### src/izm_pkg.sv
// Shared types and constants of the 2x interpolating image zoom.
// Used by the front end, queue, back end and top module through scoped names.
package izm_pkg;

    localparam int PIX_W       = 8;
    localparam int CFG_W       = 9;
    localparam int LINE_PIXELS = 512;
    localparam int FRAME_ROWS  = 512;
    localparam int COL_W       = $clog2(LINE_PIXELS);
    localparam int ROW_W       = $clog2(FRAME_ROWS);
    localparam int OUT_COL_W   = 9;
    localparam int OUT_ROW_W   = 9;
    localparam int MAX_SPAN    = 256;
    localparam int SPAN_W      = $clog2(MAX_SPAN);
    localparam int CFG_IDX_W   = 2;
    localparam int FIFO_DEPTH  = 4;

    localparam logic [COL_W-1:0] COL_MAX = COL_W'(LINE_PIXELS - 1);
    localparam logic [ROW_W-1:0] ROW_MAX = ROW_W'(FRAME_ROWS - 1);
    localparam logic [CFG_W-1:0] SPAN_LIMIT = CFG_W'(MAX_SPAN);

    // Register indexes of the configuration port.
    localparam logic [CFG_IDX_W-1:0] CFG_WINDOW_LEFT   = 2'd0;
    localparam logic [CFG_IDX_W-1:0] CFG_WINDOW_WIDTH  = 2'd1;
    localparam logic [CFG_IDX_W-1:0] CFG_WINDOW_TOP    = 2'd2;
    localparam logic [CFG_IDX_W-1:0] CFG_WINDOW_HEIGHT = 2'd3;

    localparam logic [CFG_W-1:0] RESET_WINDOW_LEFT   = 9'd128;
    localparam logic [CFG_W-1:0] RESET_WINDOW_WIDTH  = 9'd256;
    localparam logic [CFG_W-1:0] RESET_WINDOW_TOP    = 9'd128;
    localparam logic [CFG_W-1:0] RESET_WINDOW_HEIGHT = 9'd256;

    typedef struct packed {
        logic [PIX_W-1:0] pixel;
        logic             row_start;
        logic             frame_start;
    } src_word_t;

    typedef struct packed {
        logic [PIX_W-1:0]     out_pixel;
        logic [OUT_COL_W-1:0] out_column;
        logic [OUT_ROW_W-1:0] out_row;
        logic                 last;
    } dst_word_t;

    // One classified pixel of the window columns handed from the front to the back.
    typedef struct packed {
        logic              prime;
        logic [SPAN_W-1:0] idx;
        logic [SPAN_W-1:0] jrow;
        logic [PIX_W-1:0]  wide_a;
        logic [PIX_W-1:0]  wide_b;
    } job_t;

    typedef struct packed {
        logic valid;
        logic full;
    } fifo_status_t;

    function automatic logic [PIX_W-1:0] mean8(input logic [PIX_W-1:0] a,
                                               input logic [PIX_W-1:0] b);
        logic [PIX_W:0] sum;
        sum = {1'b0, a} + {1'b0, b};
        return sum[PIX_W:1];
    endfunction

endpackage

### src/izm_ram.sv
// Generic single-port-write, single-port-read RAM with registered read data.
// Read-first: a read and write of the same address return the old word.
module izm_ram #(
    parameter int WIDTH = 16,
    parameter int DEPTH = 256
) (
    input  logic                     clk,
    input  logic                     we,
    input  logic [$clog2(DEPTH)-1:0] waddr,
    input  logic [WIDTH-1:0]         wdata,
    input  logic                     re,
    input  logic [$clog2(DEPTH)-1:0] raddr,
    output logic [WIDTH-1:0]         rdata
);

    logic [WIDTH-1:0] mem_reg [DEPTH];
    logic [WIDTH-1:0] rdata_reg;

    always_ff @(posedge clk)
    begin
        if (re)
        begin
            rdata_reg <= mem_reg[raddr];
        end
        if (we)
        begin
            mem_reg[waddr] <= wdata;
        end
    end

    assign rdata = rdata_reg;

endmodule

### src/izm_back.sv
// Back end: row store access and emission of four results per window pixel.
// Depends on izm_pkg and izm_ram; drives the output register of the block.
module izm_back (
    input  logic                   clk,
    input  logic                   rst_n,
    input  izm_pkg::job_t          head,
    input  izm_pkg::fifo_status_t  status,
    output logic                   pop,
    output logic                   dst_valid,
    input  logic                   dst_stall,
    output izm_pkg::dst_word_t     dst_data
);

    localparam int STORE_W = 2 * izm_pkg::PIX_W;

    logic                       busy_reg;
    logic [1:0]                 phase_reg;
    izm_pkg::job_t              job_reg;
    logic [STORE_W-1:0]         prev_pair;
    logic                       out_valid_reg;
    izm_pkg::dst_word_t         out_reg, result;
    logic                       advance, finishing;

    // The row store keeps one widened pixel pair per window column. Each job reads
    // the pair of the row above and overwrites it with its own in the same cycle.
    izm_ram #(
        .WIDTH(STORE_W),
        .DEPTH(izm_pkg::MAX_SPAN)
    ) u_row_store (
        .clk  (clk),
        .we   (pop),
        .waddr(head.idx),
        .wdata({head.wide_a, head.wide_b}),
        .re   (pop),
        .raddr(head.idx),
        .rdata(prev_pair)
    );

    assign advance   = busy_reg && (!out_valid_reg || !dst_stall);
    assign finishing = advance && (phase_reg == 2'd3);
    assign pop       = status.valid && (!busy_reg || finishing);

    always_comb
    begin
        result.out_column = {job_reg.idx, phase_reg[0]};
        result.out_row    = {job_reg.jrow, phase_reg[1]};
        result.last       = (phase_reg == 2'd3);
        case (phase_reg)
            2'd0:    result.out_pixel = izm_pkg::mean8(prev_pair[STORE_W-1:izm_pkg::PIX_W],
                                                       job_reg.wide_a);
            2'd1:    result.out_pixel = izm_pkg::mean8(prev_pair[izm_pkg::PIX_W-1:0],
                                                       job_reg.wide_b);
            2'd2:    result.out_pixel = job_reg.wide_a;
            default: result.out_pixel = job_reg.wide_b;
        endcase
    end

    always_ff @(posedge clk or negedge rst_n)
    begin
        if (!rst_n)
        begin
            busy_reg      <= 1'b0;
            phase_reg     <= '0;
            out_valid_reg <= 1'b0;
        end
        else
        begin
            if (pop)
            begin
                busy_reg  <= !head.prime;
                phase_reg <= '0;
            end
            else if (advance)
            begin
                phase_reg <= phase_reg + 1'b1;
                if (finishing)
                begin
                    busy_reg <= 1'b0;
                end
            end

            if (advance)
            begin
                out_valid_reg <= 1'b1;
            end
            else if (!dst_stall)
            begin
                out_valid_reg <= 1'b0;
            end
        end
    end

    always_ff @(posedge clk)
    begin
        if (pop)
        begin
            job_reg <= head;
        end
        if (advance)
        begin
            out_reg <= result;
        end
    end

    assign dst_valid = out_valid_reg;
    assign dst_data  = out_reg;

endmodule

### config.mk
export PLATFORM = sky130hd
export DESIGN_NAME = izm_back
export DESIGN_NICKNAME = d
export VERILOG_FILES = /design/src/izm_pkg.sv /design/src/izm_ram.sv /design/src/izm_back.sv
export SDC_FILE = /design/constraint.sdc
export NUM_CORES = 2
export LEC_CHECK = 0
export BUFFER_PORTS_ARGS = -buffer_cell sky130_fd_sc_hd__buf_2
export CAP_MARGIN = 20
export CORE_MARGIN = 3
export CORE_UTILIZATION = 39
export CTS_CLUSTER_SIZE = 10
export DETAILED_ROUTE_END_ITERATION = 10
export HOLD_SLACK_MARGIN = 0.15
export PLACE_DENSITY = 0.6
export SYNTH_ARGS = -nofsm -noshare
export SYNTH_HDL_FRONTEND = slang
export SYNTH_HIERARCHICAL = 1
export SYNTH_SLANG_ARGS = --single-unit
### constraint.sdc
create_clock -name clk -period 16.65 [get_ports clk]
set_clock_uncertainty 0.2 [all_clocks]
set_input_delay 1.665 -clock clk [delete_from_list [all_inputs] [get_ports clk]]
set_output_delay 1.665 -clock clk [all_outputs]
set_load 0.01 [all_outputs]
# Yosys cells after proc, flatten, opt, wreduce, memory -nomap -nowiden
# Memories as Yosys holds them, arrays and structs flattened. A register that Yosys moved wholly into a read port is not among the register bits.
# Index checks and enable logic that the tools add are counted.
# W data, S select, Z words.
op_classes:
  n_addsub: 3
  n_mul: 0
  div_mod_pow: 0
  order_cmp: 0
  n_eq_ne: 4
  shift: 0
  muxes: 10
  n_bitwise: 0
  n_reduce_logical: 13
ops:
  columns: ["operator", "count"]
  rows:
  - ["$pmux W8 S3", 1]
  - ["$add A8 B8 Y9", 2]
  - ["$mux W1", 7]
  - ["$eq A2 B2 Y1 const B", 2]
  - ["$logic_not A1 Y1", 4]
  - ["$mux W2", 2]
  - ["$reduce_bool A2 Y1", 2]
  - ["$logic_and A1 B1 Y1", 3]
  - ["$add A2 B1 Y2 const B", 1]
  - ["$eq A2 B1 Y1 const B", 1]
  - ["$logic_not A2 Y1", 1]
  - ["$logic_or A1 B1 Y1", 2]
  - ["$ne A2 B1 Y1 const B", 1]
  - ["$reduce_and A2 Y1", 1]
totals:
  register_bits: 63
  latch_bits: 0
  mem_bits_rw: 4096
  romBits: 0
  output_inout_bits: 29
  elab_cells: 42
  n_memories: 1
mem_list:
  columns: ["name", "depth", "width", "read_ports", "rd_ports_with_merged_regs", "wr", "line_no", "rtl"]
  rows:
  - ["u_row_store.mem_reg", 256, 16, 1, 1, 1, "izm_ram.sv:16", "logic [WIDTH-1:0] mem_reg [DEPTH];"]

# Logic depth before layout (Yosys ltp)
logic_depth:
  depth_word: 8
  ltp_mapped: 12
  depth_no_buf: 7

# Modules after synthesis
# The synthesis kept the hierarchy.
by_module_without_submodules:
  columns: ["mod", "instances", "cells_each", "area_per_inst_um2", "seq_area_each_um2"]
  rows:
  - ["izm_ram", 1, 7360, 158874.9, 123478.4]
  - ["izm_back", 1, 201, 2871.5, 1871.8]

# Worst setup path after synthesis
# Ideal clock, no wire load.
synth_path:
  kind: "input port to flip-flop"
  start: "in dst_stall"
  end: "mem u_row_store.mem_reg[234][0], enable pin"
  setup_ps: 388
  arrival_time_ps: 6231
  setup_slack_ps: 9830
  path_stages: 8
  path_cell_list: "nand2_1 -> nand2_1 -> a21oi_1 -> clkbuf_1 -> clkbuf_1 -> nand3_1 -> clkbuf_1 -> nor2_1"
synth_via:
  elab_chain_cells: 8
synth_rtl:
  columns: ["item", "line_no", "rtl"]
  rows:
  - ["start, declared", "izm_back.sv:10", "input logic dst_stall,"]
  - ["$logic_not A1 Y1", null, null]
  - ["$logic_or A1 B1 Y1", "izm_back.sv:39", "assign advance = busy_reg && (!out_valid_reg || !dst_stall);"]
  - ["$logic_and A1 B1 Y1", "izm_back.sv:39", null]
  - ["$logic_and A1 B1 Y1", "izm_back.sv:40", "assign finishing = advance && (phase_reg == 2'd3);"]
  - ["$logic_or A1 B1 Y1", "izm_back.sv:41", "assign pop = status.valid && (!busy_reg || finishing);"]
  - ["$logic_and A1 B1 Y1", "izm_back.sv:41", null]
  - ["via pop", "izm_back.sv:8", "output logic pop,"]
  - ["$mux W1", "izm_ram.sv:25", "if (we)"]
  - ["$mux W1 (not written as such)", "izm_ram.sv:27", "mem_reg[waddr] <= wdata;"]
  - ["end, declared", "izm_ram.sv:16", null]
# The timed path passes the listed nets, and every way through them passes these cells.

==> run summary <==
Status -> completed
First-pass GRT wire length -> 599.3 mm
Die height -> 650 um
Data required, critical path -> 17.17 ns
CTS tree -> yes
Area after DPL -> 169900 sq um
Slew margin rel. -> 17.07%
Clock Path Buffers -> 4
RSZ-0062 raised after global routing -> false
R2r setup slk -> 11.13 ns
Worst Setup EP -> u_row_store/rdata[10]
Post-layout min period -> 7.139 ns
Largest delay share family, worst path -> buffers and inverters
Initial DRC count -> 9484
Setup TNS Final -> 0 ns
Final WL -> 424.7 mm
Worst Tran Pin Value -> 1.231 ns
Critical Path AT -> 7.66 ns
GRT Resource Usage Total -> 19.69%
Cell taking the most area after synthesis -> edfxtp_1
Max Fanout on Critical Path -> 115
Register area -> 125400 sq um
Worst R2R End -> u_row_store/mem_reg[204][7]
I/O pins -> 67
Root buf cell -> clkbuf_16
NumNets Final -> 8067
Yosys warns -> 6
Clock slew at reported path FFs -> 0.06 ns
Fmax -> 140.1 MHz
Port Buffers -> 65
Seq/Total Area, Yosys -> 77.50%
Top FF cell, synth -> edfxtp_1
Xor and xnor area share after synthesis -> 0.02166%
Hpwl dp -> 247.1 mm
Mapped Area -> 161700 sq um
CP max-delay cell -> nor3_1
Compound-gate portion of the synthesized area -> 3.699%
Routed WL per cell -> 31.35 um
Cell-by-cell trace of the critical path -> buf_12, buf_4, buf_4, buf_4, buf_12, mux2i_1, o221ai_1, o22ai_1, nor3_1, nor3_1, nor4_1
WP depth -> 11
# rows -> 235
Post-synthesis mux area share -> 15.22%
Via Count -> 80060
Cell mode on critical path -> buf_4
Postcts setup bufs -> 0
DIE AREA -> 422500 sq um
Placer congestion estimate -> 0.8639
Chip Width -> 650 um
R2R cell count -> 8
Grt ovf -> 0
Syn_nets -> 7619
Core area -> 411400 sq um
Layout cells sized above 1 -> 24.34%
Number of synthesized register bits -> 4175
Final Hold Vio Count -> 0
Worst Setup SP -> head[24]
CP Class -> primary input to flip-flop
Remaining DRCs -> 0
WP buf/inv -> 5
R2r startpoint -> phase_reg[0]
PwrDens -> 118.7 nW/um^2
Synth async-reset ratio -> 0.09581%
Post-route clock period utilization -> 42.88%
# hold bufs at CTS -> 0
Num CTS Buffers -> 459
Final Max Slew Viols -> 0
HP Class -> flip-flop to flip-flop
Via density -> 5.909
Vias in the first global route -> 79860
Initial antenna violation count -> 23
Synth Instances -> 7561
Number of H-tree levels -> 5
Setup crit start kind -> primary input
Clk Latency, worst-skew pair -> 0.96 ns
Synthesized-area fraction occupied by and/or/nand/nor cells -> 1.709%
Filler instances -> 34180
Post-route ant nets -> 0
CTS Sinks -> 4175
Multi-input gate area -> 34060 sq um
Synth top area cells -> edfxtp_1 (77%), mux4_2 (11%), mux2i_1 (3.5%)
Initial Utilization -> 39.32%
Post-route cell area -> 182500 sq um
Avg Inst Size Synth -> 21.39 sq um
Final setup viols -> 0
CP Capture Type -> flip-flop
Post-CTS sizing -> 0
Peak supply drop -> 0.09483 mV
Post-synth cell types -> 72
Drt first pass iters -> 7
Post-synth top area share -> 77.44%
Adder-cell share of the synthesized area -> 0.1640%
Hold wc startpoint -> job_reg[26]
Max reg flops -> 4096
Post-synth EDFFs -> 4171
Synth-to-Final Area Change -> 12.82%
Max cap viols -> 0
Largest net degree at the start of global routing -> 134
Largest family of logic cells by synthesized area -> multiplexers
Critical path's largest stage delay -> 0.89 ns
Final core utilization -> 44.36%
LEAKAGE -> 0.05703 uW
==> worst min-delay path by stage <==
stage	end	depth (start not counted)
6_report	dst_data[13]	0
4_1_cts	dst_data[13]	0
3_3_place_gp	dst_data[18]	0
2_1_floorplan	dst_data[11]	0
3_5_place_dp	dst_data[13]	0
5_1_grt	dst_data[7]	0
==> cell families (layout without fill, tap and decap cells) <==
kind of cell,Yosys count,after routing
DFF,4175,4175
other,0,14
xor gates and xnor gates,4,4
muxes,1452,1452
buffers and inverters,468,990
adders and majority gates,20,20
and+or+nand+nor,602,602
AOI/OAI and AO/OA,840,840
==> report_power, final <==
group          total [uW]  internal (uW)  switching, uW
sequential          11700          11700           44.2
clock                8670           4930           3740
combinational        1290            416            870
==> synthesized netlist by cell type, types with 26 or more instances <==
cell	count
edfxtp_1	4171
mux4_2	797
mux2i_1	567
nor2_1	313
o221ai_1	252
clkbuf_1	235
a21oi_1	192
o22ai_1	148
nor3_1	95
mux2_2	88
buf_6	77
buf_2	76
o21ai_0	49
nand2_1	45
a22oi_1	43
nand3_1	39
a22o_1	32
a221oi_1	30
buf_1	27
nand4_1	27
buf_4	26
==> layout by cell type, fill, tap and decap left out, types with 44 or more instances in the layout <==
cell / instances
nand2_1: 44
buf_2: 44
mux2i_1: 567
o22ai_1: 148
nor2_2: 112
nor2_1: 201
a21oi_1: 191
nor3_1: 93
buf_4: 325
clkbuf_16: 466
buf_8: 45
edfxtp_1: 4171
o21ai_0: 49
mux4_2: 797
o221ai_1: 252
mux2_2: 88
==> area by class of cell <==
class / count / share of cell area (%)
diodes: 14 / 0.01920
flip-flops and latches: 4175 / 68.69
clock inverters: 26 / 0.1920
repair buffers: 444 / 2.188
clock buffers: 509 / 6.479
well taps: 5451 / 3.737
multi-input cells: 2918 / 18.66
inverters: 11 / 0.02948
==> metrics by stage <==
step | hold WS [ns] | setup WS (ns) | instances | power [uW]
2_1_floorplan | 0.2003 | 9.830 | 7561 | 12590
3_3_place_gp | 0.2042 | 8.613 | 12950 | 13170
3_5_place_dp | 0.2045 | 8.601 | 12980 | 13200
4_1_cts | 0.2178 | 9.695 | 13510 | 21840
5_1_grt | 0.2298 | 9.191 | 13540 | 22310
6_report | 0.2173 | 9.511 | 13550 | 21660
==> routing by layer <==
metal	wire length [um]	global-route usage [%]
met1	169200	27.16
met2	202600	31.39
met3	39140	4.198
met4	13750	6.101
met5	43	0
(Power assumes the default switching activity.)
