`config.mk`:
```
export PLATFORM = sky130hd
export DESIGN_NAME = izm_front
export DESIGN_NICKNAME = d
export VERILOG_FILES = /design/src/izm_pkg.sv /design/src/izm_front.sv
export SDC_FILE = /design/constraint.sdc
export NUM_CORES = 1
export LEC_CHECK = 0
export BUFFER_PORTS_ARGS = -buffer_cell sky130_fd_sc_hd__buf_2
export CAP_MARGIN = 15
export CELL_PAD_IN_SITES_DETAIL_PLACEMENT = 1
export CELL_PAD_IN_SITES_GLOBAL_PLACEMENT = 2
export CORE_ASPECT_RATIO = 0.75
export CORE_MARGIN = 2
export CORE_UTILIZATION = 32
export CTS_BUF_LIST = sky130_fd_sc_hd__clkbuf_8
export CTS_CLUSTER_DIAMETER = 60
export DETAILED_ROUTE_END_ITERATION = 10
export PLACE_DENSITY = 0.78
export SYNTH_ARGS = -nofsm -noshare
export SYNTH_HDL_FRONTEND = slang
export SYNTH_SLANG_ARGS = --single-unit
```
`constraint.sdc`:
```
create_clock -name clk -period 5.15 [get_ports clk]
set_clock_uncertainty 0.2 [all_clocks]
set_input_delay 1.03 -clock clk [delete_from_list [all_inputs] [get_ports clk]]
set_output_delay 1.03 -clock clk [all_outputs]
set_load 0.01 [all_outputs]
```
`src/izm_pkg.sv`:
```
// Shared types and constants of the 2x interpolating image zoom.
// Used by the front end, queue, back end and top module through scoped names.
package izm_pkg;

    localparam int PIX_W       = 8;
    localparam int CFG_W       = 9;
    localparam int LINE_PIXELS = 512;
    localparam int FRAME_ROWS  = 512;
    localparam int COL_W       = $clog2(LINE_PIXELS);
    localparam int ROW_W       = $clog2(FRAME_ROWS);
    localparam int OUT_COL_W   = 9;
    localparam int OUT_ROW_W   = 9;
    localparam int MAX_SPAN    = 256;
    localparam int SPAN_W      = $clog2(MAX_SPAN);
    localparam int CFG_IDX_W   = 2;
    localparam int FIFO_DEPTH  = 4;

    localparam logic [COL_W-1:0] COL_MAX = COL_W'(LINE_PIXELS - 1);
    localparam logic [ROW_W-1:0] ROW_MAX = ROW_W'(FRAME_ROWS - 1);
    localparam logic [CFG_W-1:0] SPAN_LIMIT = CFG_W'(MAX_SPAN);

    // Register indexes of the configuration port.
    localparam logic [CFG_IDX_W-1:0] CFG_WINDOW_LEFT   = 2'd0;
    localparam logic [CFG_IDX_W-1:0] CFG_WINDOW_WIDTH  = 2'd1;
    localparam logic [CFG_IDX_W-1:0] CFG_WINDOW_TOP    = 2'd2;
    localparam logic [CFG_IDX_W-1:0] CFG_WINDOW_HEIGHT = 2'd3;

    localparam logic [CFG_W-1:0] RESET_WINDOW_LEFT   = 9'd128;
    localparam logic [CFG_W-1:0] RESET_WINDOW_WIDTH  = 9'd256;
    localparam logic [CFG_W-1:0] RESET_WINDOW_TOP    = 9'd128;
    localparam logic [CFG_W-1:0] RESET_WINDOW_HEIGHT = 9'd256;

    typedef struct packed {
        logic [PIX_W-1:0] pixel;
        logic             row_start;
        logic             frame_start;
    } src_word_t;

    typedef struct packed {
        logic [PIX_W-1:0]     out_pixel;
        logic [OUT_COL_W-1:0] out_column;
        logic [OUT_ROW_W-1:0] out_row;
        logic                 last;
    } dst_word_t;

    // One classified pixel of the window columns handed from the front to the back.
    typedef struct packed {
        logic              prime;
        logic [SPAN_W-1:0] idx;
        logic [SPAN_W-1:0] jrow;
        logic [PIX_W-1:0]  wide_a;
        logic [PIX_W-1:0]  wide_b;
    } job_t;

    typedef struct packed {
        logic valid;
        logic full;
    } fifo_status_t;

    function automatic logic [PIX_W-1:0] mean8(input logic [PIX_W-1:0] a,
                                               input logic [PIX_W-1:0] b);
        logic [PIX_W:0] sum;
        sum = {1'b0, a} + {1'b0, b};
        return sum[PIX_W:1];
    endfunction

endpackage

```
`src/izm_front.sv`:
```
// Front end: window registers, source position counters and widening.
// Classifies each source word and hands window pixels on as jobs. Uses izm_pkg.
module izm_front (
    input  logic                           clk,
    input  logic                           rst_n,
    input  logic                           cfg_we,
    input  logic [izm_pkg::CFG_IDX_W-1:0]  cfg_index,
    input  logic [izm_pkg::CFG_W-1:0]      cfg_data,
    input  logic                           accept,
    input  izm_pkg::src_word_t             word,
    output logic                           push,
    output izm_pkg::job_t                  job
);

    logic [izm_pkg::CFG_W-1:0] window_left_reg;
    logic [izm_pkg::CFG_W-1:0] window_width_reg;
    logic [izm_pkg::CFG_W-1:0] window_top_reg;
    logic [izm_pkg::CFG_W-1:0] window_height_reg;

    logic [izm_pkg::COL_W-1:0] col_reg, col_next;
    logic [izm_pkg::ROW_W-1:0] row_reg, row_next;
    logic [izm_pkg::PIX_W-1:0] left_reg;

    logic [izm_pkg::CFG_W-1:0] width_eff, height_eff;
    logic [izm_pkg::CFG_W:0]   col_end, row_end;
    logic                      in_cols, in_rows, prime;
    logic [izm_pkg::CFG_W-1:0] col_off, row_off;

    always_ff @(posedge clk or negedge rst_n)
    begin
        if (!rst_n)
        begin
            window_left_reg   <= izm_pkg::RESET_WINDOW_LEFT;
            window_width_reg  <= izm_pkg::RESET_WINDOW_WIDTH;
            window_top_reg    <= izm_pkg::RESET_WINDOW_TOP;
            window_height_reg <= izm_pkg::RESET_WINDOW_HEIGHT;
        end
        else if (cfg_we)
        begin
            unique case (cfg_index)
                izm_pkg::CFG_WINDOW_LEFT:   window_left_reg   <= cfg_data;
                izm_pkg::CFG_WINDOW_WIDTH:  window_width_reg  <= cfg_data;
                izm_pkg::CFG_WINDOW_TOP:    window_top_reg    <= cfg_data;
                izm_pkg::CFG_WINDOW_HEIGHT: window_height_reg <= cfg_data;
                default: ;
            endcase
        end
    end

    // A frame mark overrides a row mark; counters saturate at the image edge.
    always_comb
    begin
        col_next = col_reg;
        row_next = row_reg;
        if (word.frame_start)
        begin
            col_next = '0;
            row_next = '0;
        end
        else if (word.row_start)
        begin
            col_next = '0;
            if (row_reg < izm_pkg::ROW_MAX)
            begin
                row_next = row_reg + 1'b1;
            end
        end
        else if (col_reg < izm_pkg::COL_MAX)
        begin
            col_next = col_reg + 1'b1;
        end
    end

    always_ff @(posedge clk or negedge rst_n)
    begin
        if (!rst_n)
        begin
            col_reg  <= '0;
            row_reg  <= '0;
            left_reg <= '0;
        end
        else if (accept)
        begin
            col_reg  <= col_next;
            row_reg  <= row_next;
            left_reg <= word.pixel;
        end
    end

    assign width_eff  = (window_width_reg > izm_pkg::SPAN_LIMIT) ? izm_pkg::SPAN_LIMIT
                                                                 : window_width_reg;
    assign height_eff = (window_height_reg > izm_pkg::SPAN_LIMIT) ? izm_pkg::SPAN_LIMIT
                                                                  : window_height_reg;
    assign col_end = {1'b0, window_left_reg} + {1'b0, width_eff};
    assign row_end = {1'b0, window_top_reg} + {1'b0, height_eff};

    assign in_cols = (col_next >= window_left_reg) && ({1'b0, col_next} < col_end);
    assign in_rows = (row_next >= window_top_reg) && ({1'b0, row_next} < row_end);
    // The row just above the window only fills the row store.
    assign prime   = (window_top_reg != '0) && (row_next == window_top_reg - 1'b1);

    assign col_off = col_next - window_left_reg;
    assign row_off = row_next - window_top_reg;

    assign push = accept && in_cols && (prime || in_rows);

    always_comb
    begin
        job.prime  = prime;
        job.idx    = col_off[izm_pkg::SPAN_W-1:0];
        job.jrow   = row_off[izm_pkg::SPAN_W-1:0];
        job.wide_a = izm_pkg::mean8(left_reg, word.pixel);
        job.wide_b = word.pixel;
    end

endmodule

```
## Word level (Yosys, flattened, before mapping)

Cells that the tools add are included.
W data, S select, Z words.

- Bits in registers: 62
- Word-level logic and storage cells: 47
- Output and inout bits: 34
- Bits of input ports: 25

- $lt $le $gt $ge: 8
- $add $sub $neg: 8
- Equality and inequality tests: 4
- Reductions and logical operators: 12
- Mux-type cells: 8

Operators by type and width:

| operator | count |
|---|---|
| $mux W9 | 8 |
| $add A9 B9 Y10 | 2 |
| $lt A9 B10 Y1 | 2 |
| $add A9 B1 Y9 const B | 2 |
| $ge A9 B9 Y1 | 2 |
| $gt A9 B9 Y1 const B | 2 |
| $lt A9 B9 Y1 const B | 2 |
| $sub A8 B8 Y8 | 2 |
| $add A8 B8 Y9 | 1 |
| $eq A9 B9 Y1 | 1 |
| $reduce_bool A9 Y1 | 1 |
| $sub A9 B1 Y9 const B | 1 |
| $reduce_and A2 Y1 | 4 |
| $logic_and A1 B1 Y1 | 5 |
| $eq A2 B2 Y1 const B | 2 |
| $eq A2 B1 Y1 const B | 1 |
| $logic_not A2 Y1 | 1 |
| $logic_or A1 B1 Y1 | 1 |

## Logic depth before layout (Yosys ltp)

- Depth after elaboration: 8
- Depth in mapped cells: 18
- Gate-level depth less buffers: 18

## Worst setup path before layout

OpenSTA, ideal clock, no wires.

- Path type: input to output
- From: in word[1] (netlist bit)
- To: out push
- Arrival: 3561 ps
- Cell stages on the path: 9
- Required time: 3920 ps
- Path slack: 359 ps
- Path through: buf_2 -> nand2_1 -> a2111oi_4 -> mux2_4 -> ha_1 -> a2111o_1 -> a2111oi_0 -> o32ai_1 -> a2111oi_2

- Longest elaborated chain between the ends: 6
- Elaborated cells between the ends (all ways): 15
- Those cells by class: order compare: 4; eq/ne: 1; mux: 4; reduce/logical: 6

Ends and longest elaborated chain:

| element | RTL line | text |
|---|---|---|
| start: declaration | izm_front.sv:10 | `input izm_pkg::src_word_t word,` |
| $mux W9 * | izm_front.sv:60 | `else if (word.row_start)` |
| $mux W9 * | izm_front.sv:55 | `if (word.frame_start)` |
| net row_next, one bit | izm_front.sv:21 | `logic [izm_pkg::ROW_W-1:0] row_reg, row_next;` |
| $lt A9 B10 Y1 (tied with other cells) | izm_front.sv:98 | `assign in_rows = (row_next >= window_top_reg) && ({1'b0, row_next} < row_end);` |
| $logic_and A1 B1 Y1, on equally long branches | izm_front.sv:98, izm_front.sv:100 |  |
| $logic_or A1 B1 Y1 * | izm_front.sv:105 | `assign push = accept && in_cols && (prime \|\| in_rows);` |
| $logic_and A1 B1 Y1 * | izm_front.sv:105 |  |
| end: declaration | izm_front.sv:11 | `output logic push,` |

The timed path passes the listed nets; every way through them passes the cells marked *.

## Worst setup path after layout

- From: reg window_width_reg[8] (netlist bit)
- To: out push

- Longest elaborated chain between the ends: 7

Ends and longest elaborated chain:

| element | RTL line | text |
|---|---|---|
| start: declaration | izm_front.sv:16 | `logic [izm_pkg::CFG_W-1:0] window_width_reg;` |
| start signal: assignment | izm_front.sv:34 | `window_width_reg <= izm_pkg::RESET_WINDOW_WIDTH;` |
| start signal: assignment | izm_front.sv:42 | `izm_pkg::CFG_WINDOW_WIDTH: window_width_reg <= cfg_data;` |
| $gt A9 B9 Y1 | izm_front.sv:90 | `assign width_eff = (window_width_reg > izm_pkg::SPAN_LIMIT) ? izm_pkg::SPAN_LIMIT` |
| $mux W9 * | izm_front.sv:90 |  |
| $add A9 B9 Y10 * | izm_front.sv:94 | `assign col_end = {1'b0, window_left_reg} + {1'b0, width_eff};` |
| $lt A9 B10 Y1 * | izm_front.sv:97 | `assign in_cols = (col_next >= window_left_reg) && ({1'b0, col_next} < col_end);` |
| $logic_and A1 B1 Y1 * | izm_front.sv:97 |  |
| $logic_and A1 B1 Y1 * (2 in a row) | izm_front.sv:105 |  |

Mark *: on every way between the ends. The rest lies on a longest branch, timed or not.

==> results.toml <==
[worst_hold_path]
worstHoldStart = "left_reg[5]"
holdPathStages = 1
hp-class = "reg2reg"

[critical_path]
path_class = "reg2out"
cp_max_fo = 4
crit_chain = "nor2b_2 -> ha_2 -> inv_2 -> fa_2 -> nor2b_4 -> o21ai_2 -> a21oi_2 -> o21a_1 -> nor2_2 -> xor2_1 -> ha_1 -> a2111oi_4 -> o21ai_2 -> a31oi_1 -> a211o_1 -> a211oi_2 -> a2111oi_2 -> buf_2"
arrival_ns = 4.06
end_kind = "primary output"
cpPeakStageDelay_ns = 0.43
r2r_slack_ns = 2.82
crit_path_top_delay_cell = "a2111oi_2"
start_kind = "flip-flop"
r2r_start = "row_reg[0]"
rr_worst_depth = 7
cp.required_ns = 3.92
critPathMostFrequentCell = "o21ai_2"
startpoint = "window_width_reg[8]"

[sta]
finalCritPeriodShare = 1.03
rsz0062_at_grt = "yes"
post-route-min-period_ns = 5.29
relSlewSlack = 0.447
hold_viol = 0
hold-worst-slack_ns = 0.313
slew_violations = 0
setup_viol = 1
fmax_mhz = 189
worst_slack_ns = -0.137
tightest_slew_ns = 0.830

[grt]
grt-ovfl-total = 0
grt_antenna_before_repair = 0
grt.total_usage = 0.169
grt_pass1_vias = 4510
grt_max_degree = 63
grt_pass1_wl_mm = 23.9

[synth]
syn_nets = 649
ys_types = 58
async_flop_share = 1.00
synth_warnings = 0
netlist.area_leader.share = 0.274
syn_area_sq_um = 5300
ys_seq_elements = 62
synth_edf_count = 0
synth-main-ff-cell = "dfrtp_1"
yosys.area.top_type = "dfrtp_1"
syn_area_per_cell_sq_um = 9.52
yosys-top-cells-area = "dfrtp_1 (27%), ha_1 (15%), mux2_2 (10%)"
postSynthCellCount = 557
ys_seq_area_frac = 0.294

[placed_design]
post-dp-hpwl_mm = 11.4
placed_cell_area_sq_um = 5830
dp_cells = 818
io_buffers = 58
dp_slack_ns = -0.101
gp_congestion = 0.844

[run]
cap_violations = 0

[cts]
cts_sinks = 62
cts_root_buf = "clkbuf_8"
clk_latency_ns = 0.35
clk_path_buf_depth = 2
htree_levels = 3
clkTransAtPathRegs_ns = 0.07
cts_inserted_buffers = 9
hold_buffers = 0
cts_tree = "built"

[pwr]
powerDensity_nw_per_um2 = 324
switchingPower_mw = 0.780
peakVddDrop_mv = 0.147
clock_power_share = 0.242
p_int_mw = 1.27
p_sw_frac = 0.381
cellLeakagePower_nw = 2.90
pwr-share-seq = 0.301
combPwrFrac = 0.458

[detailed_routing]
drc = 0
wirelength_mm = 15.0
dr.pass1.iters = 4
postRouteAntennaNets = 0
wl_per_cell_um = 17.7
vias = 4394
drt_iter0_markers = 242
viasPerCell = 5.19

[die]
core_sq_um = 16100
die_h_um = 115
fp.dieW_um = 153
io_pins = 59
die_area_sq_um = 17600
rows = 40
initial_core_util = 0.329

[final_layout]
antenna_cells = 0
final_area_sq_um = 6310
fillers = 1880
area_growth_pct = 19.1
final_layout_size_suffix_gt1_frac = 0.309
finalNetCount = 724
fin_cells = 847

[run_status]
status = "finished, violations left"
failed_checks = "negative setup slack"
## power groups by stage
stage / logic [mW] / clock network [mW] / registers [mW]
6_report: 0.937 / 0.495 / 0.615
5_1_grt: 1.03 / 0.534 / 0.624
4_1_cts: 0.881 / 0.508 / 0.613
3_5_place_dp: 0.832 / 0 / 0.625
3_3_place_gp: 0.797 / 0 / 0.620
2_1_floorplan: 0.592 / 0 / 0.601
## timing repair
item	in CTS	in global routing
endpoints found under the hold margin	0	0
gates cloned	0	0
gates resized for setup	19	26
pin swaps	12	21
endpoints found under the setup margin	2	3
buffers inserted	8	5
## kinds of logic after synthesis
| logic type | count (synthesis) | share of synthesized area |
|---|---|---|
| XOR/XNOR | 44 | 0.0727 |
| multiplexers | 50 | 0.107 |
| AND/OR/NAND/NOR | 147 | 0.149 |
| flip-flops | 62 | 0.294 |
| buffers and inverters | 64 | 0.0538 |
| adder cells (fa/ha/maj) | 67 | 0.165 |
| AO/OA/AOI/OAI | 123 | 0.158 |
## cells in the mapped netlist (11+ instances only)
cell type / count
nor2b_1: 25
mux2_2: 47
nand2_1: 32
nor2_1: 32
a21o_1: 11
dfrtp_1: 58
xnor2_1: 29
nand4_1: 15
o21ai_0: 40
xor2_1: 15
a21oi_1: 28
ha_1: 62
inv_1: 45
## critical path: cells and delay by family, from the launching register on
kind / cells / cell delay (ns)
adders and majority gates: 3 / 0.89
AOI/OAI and AO/OA: 9 / 1.71
and+or+nand+nor: 3 / 0.31
buffers and inverters: 2 / 0.25
DFF: 1 / 0.41
xor gates and xnor gates: 1 / 0.14
## routing by layer
| layer | vias to the layer above | wire length [um] | global-route usage |
|---|---|---|---|
| met3 | 17 | 504 | 0.0333 |
| met2 | 76 | 6760 | 0.275 |
| met1 | 2177 | 7510 | 0.237 |
| li1 | 2124 | - | - |
| met5 | - | 0 | 0 |
| met4 | 0 | 174 | 0.0327 |
## through the flow
| step | util | power, mW | setup TNS (ns) |
|---|---|---|---|
| after detailed placement | 0.362 | 1.46 | -0.101 |
| after floorplan | - | 1.19 | 0 |
| after global routing | 0.392 | 2.19 | -0.244 |
| final | 0.392 | 2.05 | -0.137 |
| after global placement | 0.362 | 1.42 | 0 |
| after CTS | 0.382 | 2.00 | -0.163 |
## area by class of cell
cell class	instances	area, sq um	area share
Clock inverter	6	86.3	0.0137
Sequential cell	62	1560	0.247
Tap cell	210	263	0.0416
Timing Repair Buffer	83	478	0.0757
Inverter	45	169	0.0268
Clock buffer	10	138	0.0218
Multi-Input combinational cell	431	3620	0.574
## placed cells by master (no fill, tap or decap), drive strengths merged, types with 10 or more instances in the layout
| cell type | n |
|---|---|
| a211oi | 10 |
| a21o | 11 |
| a21oi | 28 |
| buf | 83 |
| clkbuf | 10 |
| dfrtp | 58 |
| ha | 62 |
| inv | 46 |
| mux2 | 49 |
| nand2 | 32 |
| nand2b | 10 |
| nand4 | 16 |
| nor2 | 32 |
| nor2b | 25 |
| o21ai | 40 |
| xnor2 | 29 |
| xor2 | 15 |
## path summary, 6_finish.rpt
check	to
min in group asynchronous	window_width_reg[4]
max in group asynchronous	row_reg[0]
hold reg to reg	left_reg[5]
setup / recovery	push
hold / removal	left_reg[5]
setup reg to reg	row_reg[6]
No activity file was read; power rests on OpenSTA's default activity.
