===== src/izm_pkg.sv =====
// Shared types and constants of the 2x interpolating image zoom.
// Used by the front end, queue, back end and top module through scoped names.
package izm_pkg;

    localparam int PIX_W       = 8;
    localparam int CFG_W       = 9;
    localparam int LINE_PIXELS = 512;
    localparam int FRAME_ROWS  = 512;
    localparam int COL_W       = $clog2(LINE_PIXELS);
    localparam int ROW_W       = $clog2(FRAME_ROWS);
    localparam int OUT_COL_W   = 9;
    localparam int OUT_ROW_W   = 9;
    localparam int MAX_SPAN    = 256;
    localparam int SPAN_W      = $clog2(MAX_SPAN);
    localparam int CFG_IDX_W   = 2;
    localparam int FIFO_DEPTH  = 4;

    localparam logic [COL_W-1:0] COL_MAX = COL_W'(LINE_PIXELS - 1);
    localparam logic [ROW_W-1:0] ROW_MAX = ROW_W'(FRAME_ROWS - 1);
    localparam logic [CFG_W-1:0] SPAN_LIMIT = CFG_W'(MAX_SPAN);

    // Register indexes of the configuration port.
    localparam logic [CFG_IDX_W-1:0] CFG_WINDOW_LEFT   = 2'd0;
    localparam logic [CFG_IDX_W-1:0] CFG_WINDOW_WIDTH  = 2'd1;
    localparam logic [CFG_IDX_W-1:0] CFG_WINDOW_TOP    = 2'd2;
    localparam logic [CFG_IDX_W-1:0] CFG_WINDOW_HEIGHT = 2'd3;

    localparam logic [CFG_W-1:0] RESET_WINDOW_LEFT   = 9'd128;
    localparam logic [CFG_W-1:0] RESET_WINDOW_WIDTH  = 9'd256;
    localparam logic [CFG_W-1:0] RESET_WINDOW_TOP    = 9'd128;
    localparam logic [CFG_W-1:0] RESET_WINDOW_HEIGHT = 9'd256;

    typedef struct packed {
        logic [PIX_W-1:0] pixel;
        logic             row_start;
        logic             frame_start;
    } src_word_t;

    typedef struct packed {
        logic [PIX_W-1:0]     out_pixel;
        logic [OUT_COL_W-1:0] out_column;
        logic [OUT_ROW_W-1:0] out_row;
        logic                 last;
    } dst_word_t;

    // One classified pixel of the window columns handed from the front to the back.
    typedef struct packed {
        logic              prime;
        logic [SPAN_W-1:0] idx;
        logic [SPAN_W-1:0] jrow;
        logic [PIX_W-1:0]  wide_a;
        logic [PIX_W-1:0]  wide_b;
    } job_t;

    typedef struct packed {
        logic valid;
        logic full;
    } fifo_status_t;

    function automatic logic [PIX_W-1:0] mean8(input logic [PIX_W-1:0] a,
                                               input logic [PIX_W-1:0] b);
        logic [PIX_W:0] sum;
        sum = {1'b0, a} + {1'b0, b};
        return sum[PIX_W:1];
    endfunction

endpackage


===== src/izm_fifo.sv =====
// Short job queue between the front end and the back end.
// Holds izm_pkg::job_t entries; reports valid and full as one status struct.
module izm_fifo (
    input  logic                   clk,
    input  logic                   rst_n,
    input  logic                   push,
    input  izm_pkg::job_t          push_job,
    input  logic                   pop,
    output izm_pkg::job_t          head,
    output izm_pkg::fifo_status_t  status
);

    localparam int PTR_W = $clog2(izm_pkg::FIFO_DEPTH);

    izm_pkg::job_t      entry_reg [izm_pkg::FIFO_DEPTH];
    logic [PTR_W-1:0]   wr_ptr_reg, rd_ptr_reg;
    logic [PTR_W:0]     count_reg, count_next;
    logic               do_push, do_pop;

    assign status.valid = (count_reg != '0);
    assign status.full  = (count_reg == (PTR_W+1)'(izm_pkg::FIFO_DEPTH));
    assign do_push = push && !status.full;
    assign do_pop  = pop && status.valid;
    assign head    = entry_reg[rd_ptr_reg];

    always_comb
    begin
        count_next = count_reg;
        if (do_push && !do_pop)
        begin
            count_next = count_reg + 1'b1;
        end
        else if (do_pop && !do_push)
        begin
            count_next = count_reg - 1'b1;
        end
    end

    always_ff @(posedge clk or negedge rst_n)
    begin
        if (!rst_n)
        begin
            wr_ptr_reg <= '0;
            rd_ptr_reg <= '0;
            count_reg  <= '0;
        end
        else
        begin
            count_reg <= count_next;
            if (do_push)
            begin
                wr_ptr_reg <= wr_ptr_reg + 1'b1;
            end
            if (do_pop)
            begin
                rd_ptr_reg <= rd_ptr_reg + 1'b1;
            end
        end
    end

    always_ff @(posedge clk)
    begin
        if (do_push)
        begin
            entry_reg[wr_ptr_reg] <= push_job;
        end
    end

endmodule


===== config.mk =====
export PLATFORM = sky130hd
export DESIGN_NAME = izm_fifo
export DESIGN_NICKNAME = d
export VERILOG_FILES = /design/src/izm_pkg.sv /design/src/izm_fifo.sv
export SDC_FILE = /design/constraint.sdc
export NUM_CORES = 1
export LEC_CHECK = 0
export ABC_AREA = 0
export ABC_CLOCK_PERIOD_IN_PS = 2500
export BUFFER_PORTS_ARGS = -buffer_cell sky130_fd_sc_hd__buf_4
export CORE_MARGIN = 2
export CORE_UTILIZATION = 56
export CTS_CLUSTER_DIAMETER = 80
export CTS_CLUSTER_SIZE = 10
export DETAILED_ROUTE_END_ITERATION = 8
export PLACE_DENSITY_LB_ADDON = 0.3
export SYNTH_ARGS = -nofsm -noshare
export SYNTH_HDL_FRONTEND = slang
export SYNTH_SLANG_ARGS = --single-unit

===== constraint.sdc =====
create_clock -name clk -period 2.5 [get_ports clk]
set_input_delay 0.25 -clock clk [delete_from_list [all_inputs] [get_ports clk]]
set_output_delay 0.25 -clock clk [all_outputs]
set_load 0.005 [all_outputs]

; ---- Word level (Yosys, flattened, before mapping)
; Memory sizes are Yosys's and may differ from the RTL's.
; Cells that the tools add are included.
[word_totals]
out_inout_bits = 35
ramBits = 132
latch_bits = 0
memories = 1
inputBits = 37
register_bits = 7
rom_bits = 0
[mem_list]
columns = name, depth, width, read_ports, rd_ports_with_merged_regs, wr, line
row1 = entry_reg, 4, 33, 1, 0, 1, izm_fifo.sv:15  ; izm_pkg::job_t entry_reg [izm_pkg::FIFO_DEPTH];
[op_classes]
bitwise_logic = 0
order_cmp = 0
n_mul = 0
eq_ne = 1
addsub = 4
shifts = 0
muxes = 4
div = 0
reduce_logical = 9
[op_table]
columns = operator, n
row1 = $mux 3, 2
row2 = $add 2x1->2 const B, 2
row3 = $logic_and 1x1->1, 4
row4 = $add 3x1->3 const B, 1
row5 = $eq 3x3->1 const B, 1
row6 = $logic_not 1->1, 3
row7 = $reduce_bool 3->1, 1
row8 = $sub 3x1->3 const B, 1
row9 = $mux 1, 2
row10 = $reduce_bool 2->1, 1

; ---- Depth between registers and ports, before layout
; Gate-level depths: netlist of run 1.
[depth]
ltp_word = 7
depth_mapped = 9
ltp_nobuf = 8

; ---- Worst setup path after synthesis of run 1
; OpenSTA, ideal clock, no wires.
[synth_timing]
path_type = flip-flop to flip-flop
start = reg count_reg[2]
end = mem entry_reg[0][0] (netlist name), enable pin
slack_ns = 0.479
synth_period_minus_slack_ns = 2.021
path_buffers = 1
arrival_time_ns = 1.628
setup_ns = 0.393
path_stages_with_launch = 5
path_cell_list = dfrtp_1 nor3b_2 nor2b_1 buf_6 and2_1
[synth_rtl]
columns = item, line
row1 = "start, declared", izm_fifo.sv:17  ; logic [PTR_W:0] count_reg, count_next;
row2 = "start signal, assigned", izm_fifo.sv:49  ; count_reg <= count_next;
row3 = "end, declared", izm_fifo.sv:15

==> results of run 1 <==
logic make-up (layout without fill, tap and decap cells):
logic type    after synthesis  count (layout)  share of synthesized area
flops                     139             139                      0.790
mux                        35              35                      0.150
buf+inv                    12             147                     0.0217
simple gates               10              10                     0.0119
fa+ha+maj                   6               6                     0.0158
xor+xnor                    6               6                     0.0100
worst paths after layout:
kind	start	end	slack [ns]
max	rd_ptr_reg[0]	head[18]	0.12
min	pop	rd_ptr_reg[0]	0.06
max reg2reg	count_reg[1]	count_reg[2]	0.43
min reg2reg	count_reg[2]	count_reg[2]	0.49
max in group asynchronous	rst_n	rd_ptr_reg[1]	2.28
min in group asynchronous	rst_n	count_reg[1]	0.08
tightest hold or removal path, cell delays in order:
cell	delay (ns)
buf_4	0.11
nand2_1	0.09
xnor2_1	0.07
routing by layer:
| layer | track usage | routed length, um | vias up |
|---|---|---|---|
| li1 | - | - | 1121 |
| met1 | 0.269 | 3960 | 1333 |
| met2 | 0.343 | 5180 | 94 |
| met3 | 0.0569 | 551 | 10 |
| met4 | 0.0780 | 82 | 0 |
| met5 | 0 | 0 | - |
power by group through the flow:
stage / combinational [W] / sequential, W / clock (W)
floorplan: 0.00141 / 0.00324 / 0
global placement: 0.00221 / 0.00334 / 0
detailed placement: 0.00222 / 0.00337 / 0
CTS: 0.00230 / 0.00335 / 0.00249
global route: 0.00242 / 0.00338 / 0.00258
finish: 0.00226 / 0.00334 / 0.00245
layout by cell type, fill, tap and decap left out, drive strengths merged, types with 2 or more instances in the layout:
cell type	instances
mux2	2
xnor2	4
dfrtp	7
clkinv	6
and2	4
edfxtp	132
ha	5
inv	6
dlygate4sd3	34
mux4	33
xor2	2
buf	79
clkbuf	17
clkinvlp	2
bufinv	3
per-stage QoR:
step / instances / hold slack (ns) / utilization / setup WS, ns
2_1_floorplan: 208 / -0.0456 / - / 0.479
3_3_place_gp: 389 / 0.0685 / 0.649 / 0.480
3_5_place_dp: 389 / 0.0693 / 0.649 / 0.411
4_1_cts: 454 / 0.0415 / 0.750 / 0.0704
5_1_grt: 454 / 0.0625 / 0.750 / 0.0215
6_report: 454 / 0.0559 / 0.750 / 0.125
area by class of cell:
class	count	share of cell area
clock inverter	14	0.0250
clock buffer	17	0.0603
inverter	3	0.00164
multi-input combinational	57	0.144
timing repair buffer	113	0.145
sequential	139	0.603
tap	111	0.0202
==> results.json, run 1 <==
{
  "run_status": "finished, final reports clean",
  "max-slew-margin-rel": 0.682,
  "clockPowerShare": 0.305,
  "setup_viol": 0,
  "grt-ovfl-total": 0,
  "switchingPower_w": 0.00214,
  "antenna_cells": 0,
  "numPortBuffers": 71,
  "leakage_nw": 2.46,
  "register_area_mm2": 0.00414,
  "cp-end-kind": "primary output",
  "ys_seq_area_frac": 0.790,
  "dp_hpwl_um": 5120,
  "cts.sinks": 139,
  "cp.depth": 3,
  "cts_buffers": 17,
  "io_pins": 72,
  "path_clk_slew_ns": 0.06,
  "cts-root-buf": "clkbuf_8",
  "areaGrowthSynthToFinish_pct": 31.0,
  "ys_types": 21,
  "track_usage": 0.208,
  "die_area_mm2": 0.0101,
  "required_ns": 2.25,
  "antenna_found_initial": 0,
  "drc": 0,
  "cts_tree": "yes",
  "max_freq_mhz": 421,
  "synthCells": 208,
  "insertion_delay_ns": 0.51,
  "ir_drop_uv": 884,
  "die_w_um": 101,
  "drtIter0Drc": 176,
  "crit_type": "flop to primary output",
  "num_vias": 2558,
  "fin_area_mm2": 0.00686,
  "holdCritPathClass": "input port to flop",
  "std_cell_rows": 35,
  "fin_tns_setup_ns": 0,
  "tightestPinTransition_ns": 0.477,
  "cts_buffer_depth": 2,
  "drv_cap": 0,
  "pwr-share-comb": 0.280,
  "cp_slowest_cell": "mux4_1",
  "grt_max_degree": 34,
  "whs_path_depth": 3,
  "core_area_mm2": 0.00915,
  "crit_arrival_ns": 2.13,
  "synth_edf_count": 132,
  "grt_pass1_vias": 2705,
  "netlist_top_cells_count": "132 x edfxtp_1, 28 x mux4_2, 7 x dfrtp_1",
  "routedWlPerCell_um": 21.5,
  "finalHoldViolations": 0,
  "yosysTopAreaCellShare": 0.757,
  "rsz0062_at_grt": "no",
  "postCtsSetupBuffers": 0,
  "yosys_warnings": 0,
  "vias_per_cell": 5.63,
  "synthTopCellsByArea": "edfxtp_1 76%, mux4_2 12%, dfrtp_1 3.3%",
  "path_buf_inv": 2,
  "floorplan.initialDensity": 0.572,
  "switching_share": 0.266,
  "synth_nets": 251,
  "cts_hold_buf": 34,
  "crit_path_max_incr_delay_ns": 0.63,
  "largest_reg_flops": 132,
  "yosysTopAreaCell": "edfxtp_1",
  "period_share": 0.950,
  "p_int_w": 0.00591,
  "worstPathCellList": "buf_12, mux4_1, buf_4",
  "chipHeight_um": 101,
  "grt_first_pass_wirelength_um": 15000,
  "cpLargestDelayFamily": "multiplexers",
  "power.total_w": 0.00805,
  "netlist_area_mm2": 0.00524,
  "nets": 374,
  "maxSlewViolCount": 0,
  "wl_um": 9770,
  "first_pass_iters": 4,
  "fin_skew_ns": 0.00541,
  "avgSynthCellArea_um2": 25.2,
  "worstRegToRegCells": 8,
  "multi_input_area_um2": 991,
  "powerDensity_mw_per_mm2": 1170,
  "fillers": 490,
  "async_reset_ff_frac": 0.0504,
  "place_area_mm2": 0.00594,
  "ys.flop_type": "edfxtp_1",
  "cts.repair.resized": 0,
  "cts-htree-levels": 4,
  "pwr-share-seq": 0.415,
  "critPathMaxFanout": 27,
  "place.gp.congestion": 0.694,
  "ant_nets": 0,
  "timing.final.crit_period_ns": 2.38,
  "synth.most_common_cell": "edfxtp_1",
  "critPathLaunchType": "flop",
  "drive_above_1_share": 0.426,
  "ys_ff_latch": 139
}
Note: power is estimated with default switching activity, not from simulation.
==> run 2, diff against run 1 <==
--- a/config.mk
+++ b/config.mk
@@ -13,7 +13,7 @@
 export CTS_CLUSTER_DIAMETER = 80
 export CTS_CLUSTER_SIZE = 10
 export DETAILED_ROUTE_END_ITERATION = 8
-export PLACE_DENSITY_LB_ADDON = 0.3
+export PLACE_DENSITY = 0.81
 export SYNTH_ARGS = -nofsm -noshare
 export SYNTH_HDL_FRONTEND = slang
 export SYNTH_SLANG_ARGS = --single-unit
==> run 2 against run 1 <==
Against the previous run:
- sequential cell count unchanged
- clock skew up 0.0041 ns
- non-clock buffer count unchanged
- fmax up 0.90%
- via count down 2.6%
- count of clock-buffer cells in the layout up 1
- highest routed layer unchanged
==> results.json, run 2 (synthesis gave the netlist of run 1 again) <==
{
  "leakage_nw": 2.45,
  "p_int_w": 0.00584,
  "register_area_mm2": 0.00414,
  "max_freq_mhz": 425,
  "core_area_mm2": 0.00915,
  "cts_tree": "yes",
  "drtIter0Drc": 187,
  "grt_first_pass_wirelength_um": 14100,
  "pwr-share-seq": 0.420,
  "max-slew-margin-rel": 0.654,
  "finalHoldViolations": 0,
  "clockPowerShare": 0.299,
  "run_status": "finished, final reports clean",
  "routedWlPerCell_um": 19.9,
  "std_cell_rows": 35,
  "required_ns": 2.25,
  "fin_tns_setup_ns": 0,
  "cts.sinks": 139,
  "place.gp.congestion": 0.722,
  "cts-root-buf": "clkbuf_8",
  "track_usage": 0.196,
  "hp-start": "pop",
  "reg2reg_to": "count_reg[2]",
  "timing.rr.start": "count_reg[2]",
  "floorplan.initialDensity": 0.572,
  "layout_commonest_cell": "edfxtp_1",
  "crit_type": "flop to primary output",
  "powerDensity_mw_per_mm2": 1160,
  "wl_um": 9070,
  "crit_path_frequent_cell": "buf_4",
  "drv_cap": 0,
  "cts.repair.resized": 0,
  "whs_ns": 0.0432,
  "die_area_mm2": 0.0101,
  "antenna_found_initial": 0,
  "tightestPinTransition_ns": 0.518,
  "nets": 374,
  "grt-ovfl-total": 0,
  "cts_buffer_depth": 2,
  "ir_drop_uv": 712,
  "switchingPower_w": 0.00212,
  "fillers": 502,
  "grt_max_degree": 25,
  "insertion_delay_ns": 0.51,
  "rsz0062_at_grt": "no",
  "drive_above_1_share": 0.427,
  "cts_buffers": 17,
  "cpLargestDelayFamily": "flip-flops",
  "top_layer": "met4",
  "antenna_cells": 0,
  "areaGrowthSynthToFinish_pct": 30.9,
  "cts-htree-levels": 4,
  "critPathMaxFanout": 11,
  "switching_share": 0.267,
  "largest_reg_flops": 132,
  "worstRegToRegCells": 8,
  "chipHeight_um": 101,
  "cp-end-kind": "primary output",
  "fin_skew_ns": 0.00950,
  "multi_input_area_um2": 991,
  "crit_path_max_incr_delay_ns": 0.59,
  "holdCritPathClass": "input port to flop",
  "ant_nets": 0,
  "io_pins": 72,
  "crit_arrival_ns": 2.10,
  "die_w_um": 101,
  "timing.final.ws_setup_ns": 0.146,
  "min_to": "rd_ptr_reg[1]",
  "met2_length_um": 4780,
  "grt_pass1_vias": 2708,
  "vias_per_cell": 5.47,
  "drc": 0,
  "timing.final.crit_period_ns": 2.35,
  "dp_hpwl_um": 5390,
  "cp_slowest_cell": "dfrtp_2",
  "numPortBuffers": 71,
  "dr_wl_met3_um": 466,
  "met1_length_um": 3750,
  "r2r_slack_ns": 0.27,
  "period_share": 0.942,
  "worstPathCellList": "buf_4, mux4_2, buf_4",
  "maxSlewViolCount": 0,
  "num_vias": 2491,
  "critPathLaunchType": "flop",
  "setup_viol": 0,
  "mostFrequentLayoutCells": "132 x edfxtp_1, 74 x buf_4, 34 x dlygate4sd3_1",
  "path_clk_slew_ns": 0.06,
  "path_buf_inv": 2,
  "place_ws_ns": 0.266,
  "pwr-share-comb": 0.281,
  "first_pass_iters": 4,
  "whs_path_depth": 3
}
run 2: layout make-up:
type / count / share of cell area
flip-flops and latches: 139 / 0.604
repair buffers: 113 / 0.145
multi-input cells: 57 / 0.145
clock buffers: 18 / 0.0609
clock inverters: 14 / 0.0234
well taps: 111 / 0.0203
inverters: 3 / 0.00164
run 2: worst max path at each step:
stage	cells after the start	end	from
6_report	3	head[17]	rd_ptr_reg[0]
5_1_grt	3	head[17]	rd_ptr_reg[0]
4_1_cts	3	head[17]	rd_ptr_reg[0]
3_5_place_dp	8	count_reg[2]	count_reg[2]
3_3_place_gp	8	count_reg[2]	count_reg[2]
2_1_floorplan	4	entry_reg[0][0]	count_reg[2]
run 2: power by group through the flow:
stage / Combinational, W / Clock [W] / Sequential, W
2_1_floorplan: 0.00141 / 0 / 0.00324
3_3_place_gp: 0.00218 / 0 / 0.00335
3_5_place_dp: 0.00222 / 0 / 0.00339
4_1_cts: 0.00228 / 0.00241 / 0.00336
5_1_grt: 0.00240 / 0.00253 / 0.00339
6_report: 0.00224 / 0.00238 / 0.00334
run 2: metal layers:
layer,GRT usage,vias to the layer above
met3,0.0576,5
met1,0.245,1269
met5,0,-
met4,0.0727,0
li1,-,1124
met2,0.328,93
run 2: per-stage QoR:
step                       util  instances  cell area, um2  power, W
after floorplan               -        208            5240   0.00464
after global placement    0.649        389            5940   0.00554
after detailed placement  0.649        389            5940   0.00561
after CTS                 0.749        455            6860   0.00805
after global routing      0.749        455            6860   0.00833
final                     0.749        455            6860   0.00796
run 2: tightest hold or removal path: cells and delay by family:
kind	cells	cell delay, ns
buffers and inverters	1	0.11
XOR/XNOR	1	0.06
AND/OR/NAND/NOR	1	0.09
run 2: timing repair:
| item | 4_1_cts | 5_1_grt |
|---|---|---|
| setup buffers | 0 | 0 |
| endpoints found under the hold margin | 139 | 0 |
| hold buffers | 34 | 0 |
| endpoints found under the setup margin | 0 | 0 |
